--- src/hw/rtl/tsrt_pkg.sv ---
// Package for the two-segment rational taper core: fixed-point constants
// and register index codes. No dependencies.
`default_nettype none
package tsrt_pkg;
	localparam int FRAC_BITS = 15;
	localparam int IFR = 24;
	localparam logic [24:0] IONE = 25'd16777216;
	localparam logic [23:0] SPR_TOP = 24'd16760439;
	localparam logic [23:0] SPR_SPAN = 24'd11727274;
	localparam logic CFG_SPLIT = 1'b0;
	localparam logic CFG_SPREAD = 1'b1;
	localparam int QW = 26;

	// Divider job between the shaping stages.
	typedef struct packed {
		logic [49:0] num;
		logic [24:0] den;
	} tsrt_div_t;
endpackage
`default_nettype wire

--- src/hw/rtl/tsrt_div.sv ---
// Pipelined rounding divider, one quotient bit per stage, quotient saturated to 1.0.
// Depends on tsrt_pkg.
`default_nettype none
module tsrt_div #(
	parameter int TW = 16
) (
	input  wire logic                 clk,
	input  wire logic                 arst_n,
	input  wire logic                 en,
	input  wire logic                 in_valid,
	input  wire tsrt_pkg::tsrt_div_t  in_job,
	input  wire logic [TW-1:0]        in_tag,
	output logic                      out_valid,
	output logic [24:0]               out_quot,
	output logic [TW-1:0]             out_tag
);
	import tsrt_pkg::*;
	localparam int N = QW;

	logic [N:0]     vld_s;
	logic [51:0]    rem_s [N+1];
	logic [24:0]    den_s [N+1];
	logic [N-1:0]   q_s   [N+1];
	logic [TW-1:0]  tag_s [N+1];

	// Stage zero adds the half divisor for round-half-up.
	always_comb begin
		rem_s[0] = {2'b00, in_job.num} + {28'd0, in_job.den[24:1]};
		den_s[0] = in_job.den;
		q_s[0] = '0;
		tag_s[0] = in_tag;
	end
	assign vld_s[0] = in_valid;

	// Restoring division, MSB first, one bit each stage.
	for (genvar i = 0; i < N; i++) begin : g_st
		logic [51:0] tr;
		logic [51:0] sub;
		logic ge;
		assign tr = {26'd0, den_s[i]} << (N - 1 - i);
		assign ge = rem_s[i] >= tr;
		assign sub = rem_s[i] - tr;
		always_ff @(posedge clk or negedge arst_n) begin
			if (!arst_n) begin
				vld_s[i+1] <= 1'b0;
			end else if (en) begin
				vld_s[i+1] <= vld_s[i];
			end
		end
		always_ff @(posedge clk) begin
			if (en) begin
				rem_s[i+1] <= ge ? sub : rem_s[i];
				den_s[i+1] <= den_s[i];
				q_s[i+1] <= q_s[i] | (N'(ge) << (N - 1 - i));
				tag_s[i+1] <= tag_s[i];
			end
		end
	end

	assign out_valid = vld_s[N];
	assign out_quot = (q_s[N] > N'(IONE)) ? IONE : q_s[N][24:0];
	assign out_tag = tag_s[N];
endmodule
`default_nettype wire

--- config.mk ---
export PLATFORM = sky130hd
export DESIGN_NAME = tsrt_div
export DESIGN_NICKNAME = d
export VERILOG_FILES = /design/src/hw/rtl/tsrt_pkg.sv /design/src/hw/rtl/tsrt_div.sv
export SDC_FILE = /design/constraint.sdc
export NUM_CORES = 2
export LEC_CHECK = 0
export BUFFER_PORTS_ARGS = -buffer_cell sky130_fd_sc_hd__buf_2
export CAP_MARGIN = 10
export CORE_ASPECT_RATIO = 0.8
export CORE_MARGIN = 1
export CORE_UTILIZATION = 45
export CTS_BUF_LIST = sky130_fd_sc_hd__clkbuf_16
export DETAILED_ROUTE_END_ITERATION = 16
export MAX_ROUTING_LAYER = met4
export SLEW_MARGIN = 0
export SYNTH_ARGS = -nofsm -noshare
export SYNTH_HDL_FRONTEND = slang
export SYNTH_SLANG_ARGS = --single-unit
--- constraint.sdc ---
create_clock -name clk -period 5.05 [get_ports clk]
set_input_delay 1.01 -clock clk [delete_from_list [all_inputs] [get_ports clk]]
set_output_delay 1.01 -clock clk [all_outputs]
set_load 0.1 [all_outputs]
=== After elaboration in Yosys (flattened, before gate mapping) ===
Cells that the tools add are included.

* Output and inout port bits: 42
* Register bits: 3,018
* Input bits: 95

* Bitwise operators: 25
* Mux-type cells: 26
* $lt $le $gt $ge: 27
* $add $sub $neg: 26

{| class="wikitable"
|+ Operators by type and width
! cell !! count
|-
| two-way mux 52 bit || 25
|-
| greater-or-equal comparator 52 x 25 -> 1 bit || 1
|-
| greater-or-equal comparator 52 x 26 -> 1 bit || 1
|-
| greater-or-equal comparator 52 x 27 -> 1 bit || 1
|-
| greater-or-equal comparator 52 x 28 -> 1 bit || 1
|-
| greater-or-equal comparator 52 x 29 -> 1 bit || 1
|-
| greater-or-equal comparator 52 x 30 -> 1 bit || 1
|-
| greater-or-equal comparator 52 x 31 -> 1 bit || 1
|-
| greater-or-equal comparator 52 x 32 -> 1 bit || 1
|-
| greater-or-equal comparator 52 x 33 -> 1 bit || 1
|-
| greater-or-equal comparator 52 x 34 -> 1 bit || 1
|-
| greater-or-equal comparator 52 x 35 -> 1 bit || 1
|-
| greater-or-equal comparator 52 x 36 -> 1 bit || 1
|-
| greater-or-equal comparator 52 x 37 -> 1 bit || 1
|-
| greater-or-equal comparator 52 x 38 -> 1 bit || 1
|-
| greater-or-equal comparator 52 x 39 -> 1 bit || 1
|-
| greater-or-equal comparator 52 x 40 -> 1 bit || 1
|-
| greater-or-equal comparator 52 x 41 -> 1 bit || 1
|-
| greater-or-equal comparator 52 x 42 -> 1 bit || 1
|-
| greater-or-equal comparator 52 x 43 -> 1 bit || 1
|-
| greater-or-equal comparator 52 x 44 -> 1 bit || 1
|-
| greater-or-equal comparator 52 x 45 -> 1 bit || 1
|-
| greater-or-equal comparator 52 x 46 -> 1 bit || 1
|-
| greater-or-equal comparator 52 x 47 -> 1 bit || 1
|-
| other kinds (56) || 56
|}

=== Depth between registers and ports, before layout ===
* Depth after elaboration: 3
* Depth in mapped cells: 25
* Gate-level depth less buffers: 23

=== Least setup slack after synthesis ===
No wires, ideal clock.

* Path type: input to register
* Start point: in in_job[1] (netlist name)
* End point: reg rem_s[1341] (netlist name), data pin
* Buffers on the path: 1
* Stages: 22
* Required time: 4,790 ps
* Arrival time: 5,931 ps
* Path slack: -1,141 ps
* Cells stage by stage: ha_1 -> fa_1 -> a211oi_1 -> nor4b_2 -> or2_1 -> a21oi_2 -> o211ai_1 -> nand4b_1 -> xnor2_1 -> ha_1 -> o21ai_0 -> o21ai_0 -> a211oi_1 -> o31ai_1 -> a221oi_1 -> o21ai_0 -> a221oi_1 -> nand2b_1 -> nor2_1 -> inv_2 -> buf_2 -> mux2_2

* Cells in the longest elaborated chain, start to end: 3
* Elaborated cells on any way between the ends: 4
* Classes of those cells: add/sub (2); order compare (1); mux (1)

{| class="wikitable"
|+ Ends and longest elaborated chain
! what !! line !! source
|-
| start, declared || tsrt_div.sv:11 || <nowiki>input wire tsrt_pkg::tsrt_div_t in_job,</nowiki>
|-
| adder 50 x 24 -> 51 bit || tsrt_div.sv:28 || <nowiki>rem_s[0] = {2'b00, in_job.num} + {28'd0, in_job.den[24:1]};</nowiki>
|-
| greater-or-equal comparator 51 x 50 -> 1 bit (*) || tsrt_div.sv:41 || <nowiki>assign ge = rem_s[i] >= tr;</nowiki>
|-
| named net g_st[0].ge || tsrt_div.sv:39 || <nowiki>logic ge;</nowiki>
|-
| two-way mux 52 bit (*) || tsrt_div.sv:52 || <nowiki>rem_s[i+1] <= ge ? sub : rem_s[i];</nowiki>
|-
| end signal, assigned by index || tsrt_div.sv:52 ||
|-
| end, declared || tsrt_div.sv:21 || <nowiki>logic [51:0] rem_s [N+1];</nowiki>
|}

Mark *: on every way through the listed nets, which the timed path passes. The rest lies on a longest branch.
A chain may end at the register's enable or synchronous reset.

=== Worst setup path after layout ===
* Start point: in in_job[1] (netlist name)
* End point: reg rem_s[1351] (netlist name), data pin

* Cells in the longest elaborated chain, start to end: 3
* Elaborated cells on any way between the ends: 4
* Classes of those cells: add/sub (2); order compare (1); mux (1)

{| class="wikitable"
|+ Ends and longest elaborated chain
! what !! line
|-
| adder 50 x 24 -> 51 bit || tsrt_div.sv:28
|-
| subtractor 51 x 50 -> 52 bit / greater-or-equal comparator 51 x 50 -> 1 bit (equally long branches) || tsrt_div.sv:42, tsrt_div.sv:41
|-
| two-way mux 52 bit (*) || tsrt_div.sv:52
|}

Every way passes the cells marked *; elsewhere a longest branch is shown, timed or not.

==> flow_summary.json <==
{
  "setup_violations": 28,
  "r2r_slack_ps": 500,
  "reg2reg_to": "rem_s[1039]$_DFFE_PP_",
  "dr.max_layer_used": "met4",
  "final_cell_mix": "2692 x edfxtp_1, 893 x inv_1, 747 x nand2_1",
  "initial_core_util_pct": 45.4,
  "drt-pass1-iter-count": 8,
  "io_buffers": 136,
  "grt_pass1_wl_mm": 478,
  "drive_gt1_share_pct": 11.2,
  "synth-edff-count": 2692,
  "cts_made_buffers": 290,
  "die_area_um2": 297000,
  "finalCritPeriodShare_pct": 113,
  "status": "finished, violations left",
  "drv_slew": 0,
  "p_comb_share_pct": 31.6,
  "yosys.area.top_type": "edfxtp_1",
  "wl_per_cell_um": 20.1,
  "worst_clock_skew_ps": 88.5,
  "dr_wl_met2_mm": 148,
  "cp_num_buf_inv": 2,
  "fin_ws_ps": -638,
  "via_per_inst": 5.51,
  "cts_tree": "built",
  "critPathLaunchType": "input pin",
  "ys_async_sr_fraction_pct": 0.957,
  "ys.flop_type": "edfxtp_1",
  "worstSetupPathType": "in2reg",
  "nFillCells": 24700,
  "die_w_um": 609,
  "drc": 0,
  "critical_path_depth": 23,
  "overflow": 0,
  "violations": "negative setup slack",
  "power_frac_seq_pct": 42.3,
  "place_congestion": 0.951,
  "crit_slowest_cell": "or4_4",
  "synth_area_per_cell_um2": 12.4,
  "synthCells": 10700,
  "cts_sinks": 2718,
  "p_sw_share_pct": 32.9,
  "p_per_area_nw_per_um2": 523,
  "fmax_mhz": 176,
  "hold_viol": 0,
  "grt_max_degree": 188,
  "dp_hpwl_mm": 229,
  "cp_slowest_stage_delay_ps": 610,
  "fin_crit_ps": 5690,
  "yosysSeqAreaShare_pct": 61.5,
  "dp_slack_ps": -1740,
  "core.rowCount": 177,
  "ios": 137,
  "grt_use_total_pct": 21.1,
  "layout.nets": 12100,
  "worstPathCellList": "buf_8 > ha_4 > fa_2 > a211oi_4 > nor4b_4 > or2_4 > a21oi_4 > o211ai_1 > nand4b_1 > buf_6 > nor2_4 > and3_4 > xor2_4 > ha_4 > nand4_1 > nor2_4 > nand4_1 > or4_4 > nor4_4 > nand4b_1 > or4_1 > or4_4 > a2111oi_4",
  "drv_cap": 0,
  "cts_max_level": 5,
  "setup_tns_ps": -12240,
  "p_clk_share_pct": 26.0,
  "synth_top_area_share_pct": 61.0,
  "cp_top_family": "simple AND/OR/NAND/NOR gates",
  "area_growth_pct": 13.8,
  "drt_wl_total_mm": 309,
  "r2r_start": "den_s[501]$_DFFE_PP_",
  "power.leakage_nw": 57.9,
  "required_ps": 5720,
  "path_max_fanout": 4,
  "synth_cell_types": 95,
  "synth.cell_area_um2": 133000,
  "clk-insertion-delay-late_ps": 910,
  "cts_buffer_depth": 4,
  "final_common_cell": "edfxtp_1",
  "worst_pin_slew_ps": 1170,
  "power_switching_mw": 26.0,
  "root_buffer": "clkbuf_16",
  "p_total_mw": 78.9,
  "synthTopCellsByArea": "edfxtp_1 61%, ha_1 6.4%, xnor2_1 3.1%, xor2_1 2.6%, a21oi_1 2.5%",
  "antenna_left": 0,
  "ys_warn_count": 0,
  "path_clk_slew_ps": 60,
  "internal_power_mw": 52.9,
  "synth_fp_nets": 11500,
  "maxSlewHeadroom_pct": 21.6,
  "die_h_um": 487,
  "end_kind": "flip-flop",
  "drt-met1-wl_mm": 136,
  "fp.coreArea_um2": 292000,
  "whs_ps": 126,
  "max-vdd-ir-drop_mv": 0.327,
  "hold_path.class": "in2async",
  "drtIter0Drc": 6323,
  "vias": 84700,
  "synth_seq_cells": 2718,
  "wl_met3_mm": 12.7,
  "r2r_cells": 14,
  "grt_pass1_vias": 83700,
  "crit_arrival_ps": 6360,
  "rsz0062_at_grt": "yes",
  "antenna_found_initial": 6,
  "hold_buffers": 0
}
registers in the layout, indices dropped and copies added (netlist names):
signal	count
out_tag	16
out_valid	1
den_s	625
vld_s	25
rem_s	1300
tag_s	400
q_s	351
worst register-to-register path, stage by stage, from the launching register on:
cell	delay [ps]
edfxtp_1	410
inv_1	70
ha_1	310
nor2b_1	160
o31a_1	280
o311ai_0	510
a21oi_1	240
o21ai_0	440
o21ai_0	330
a221oi_1	350
buf_4	200
o211a_1	340
inv_2	340
nand4_1	220
xnor2_1	90
power groups by stage:
| stage | combinational (mW) | sequential, mW | clock (mW) |
|---|---|---|---|
| 6_report | 25.0 | 33.4 | 20.5 |
| 5_1_grt | 27.7 | 33.8 | 21.9 |
| 4_1_cts | 24.7 | 33.4 | 21.2 |
| 3_5_place_dp | 24.4 | 33.8 | 0 |
| 3_3_place_gp | 23.9 | 33.8 | 0 |
| 2_1_floorplan | 18.5 | 32.4 | 0 |
logic make-up after synthesis:
family | count (synthesis) | synth area share, %
AO/OA/AOI/OAI | 2324 | 11.0
XOR/XNOR | 864 | 5.71
adder cells (fa/ha/maj) | 700 | 6.76
buffers and inverters | 1073 | 3.11
flip-flops | 2718 | 61.5
multiplexers | 138 | 1.16
AND/OR/NAND/NOR | 2843 | 10.8
Yosys cell counts (all sizes together) (35+ instances only):
cell / n
and3: 69
nor4: 164
or3: 102
o21a: 116
o31ai: 71
o21bai: 67
and2: 73
nand4: 131
nand3: 176
a31oi: 56
xnor2: 468
o211ai: 56
o21ai: 625
or2: 53
nand2: 749
mux2: 127
a21o: 326
nor3: 218
a21oi: 670
clkbuf: 160
nand2b: 121
nor2b: 110
a211oi: 60
xor2: 396
inv: 853
nor2: 648
nand4b: 35
edfxtp: 2692
or4: 61
ha: 674
buf: 56
final cells by class:
type | instances | area, um^2 | share of cell area [%]
Sequential cell | 2718 | 81500 | 54.0
Multi-Input combinational cell | 6869 | 47700 | 31.6
Clock buffer | 299 | 7480 | 4.96
Tap cell | 3848 | 4810 | 3.19
Timing Repair Buffer | 572 | 4480 | 2.97
Inverter | 857 | 3220 | 2.14
Clock inverter | 206 | 1620 | 1.08
Antenna cell | 13 | 32.5 | 0.0216
worst max path at each step:
stage | startpoint | to | slack [ps]
2_1_floorplan | in_job[1] | rem_s[1351]$_SDFFCE_PN0P_ | -800
3_3_place_gp | in_job[9] | rem_s[1351]$_SDFFCE_PN0P_ | -1660
3_5_place_dp | in_job[1] | rem_s[1351]$_SDFFCE_PN0P_ | -1740
4_1_cts | in_job[1] | rem_s[1351]$_SDFFCE_PN0P_ | -580
5_1_grt | in_job[1] | rem_s[1351]$_SDFFCE_PN0P_ | -750
6_report | in_job[1] | rem_s[1351]$_SDFFCE_PN0P_ | -640
through the flow:
| stage | cell area (um^2) | utilization [%] | cells |
|---|---|---|---|
| CTS | 150000 | 51.5 | 15400 |
| global route | 151000 | 51.7 | 15400 |
| detailed placement | 140000 | 48.1 | 14800 |
| global placement | 140000 | 48.1 | 14800 |
| floorplan | 133000 | - | 10700 |
| finish | 151000 | 51.7 | 15400 |
repair_timing:
item	in CTS	in global routing
endpoints found under the setup margin	29	28
cloned	3	0
setup buffers	47	18
pin swaps	36	36
resized for setup	59	73
layer usage:
layer / vias to the layer above / global-route usage (%)
met3: 591 / 2.34
met1: 41100 / 26.6
li1: 40900 / -
met5: - / -
met4: 0 / 8.22
met2: 2225 / 34.9
Note: power is estimated with default switching activity, not from simulation.
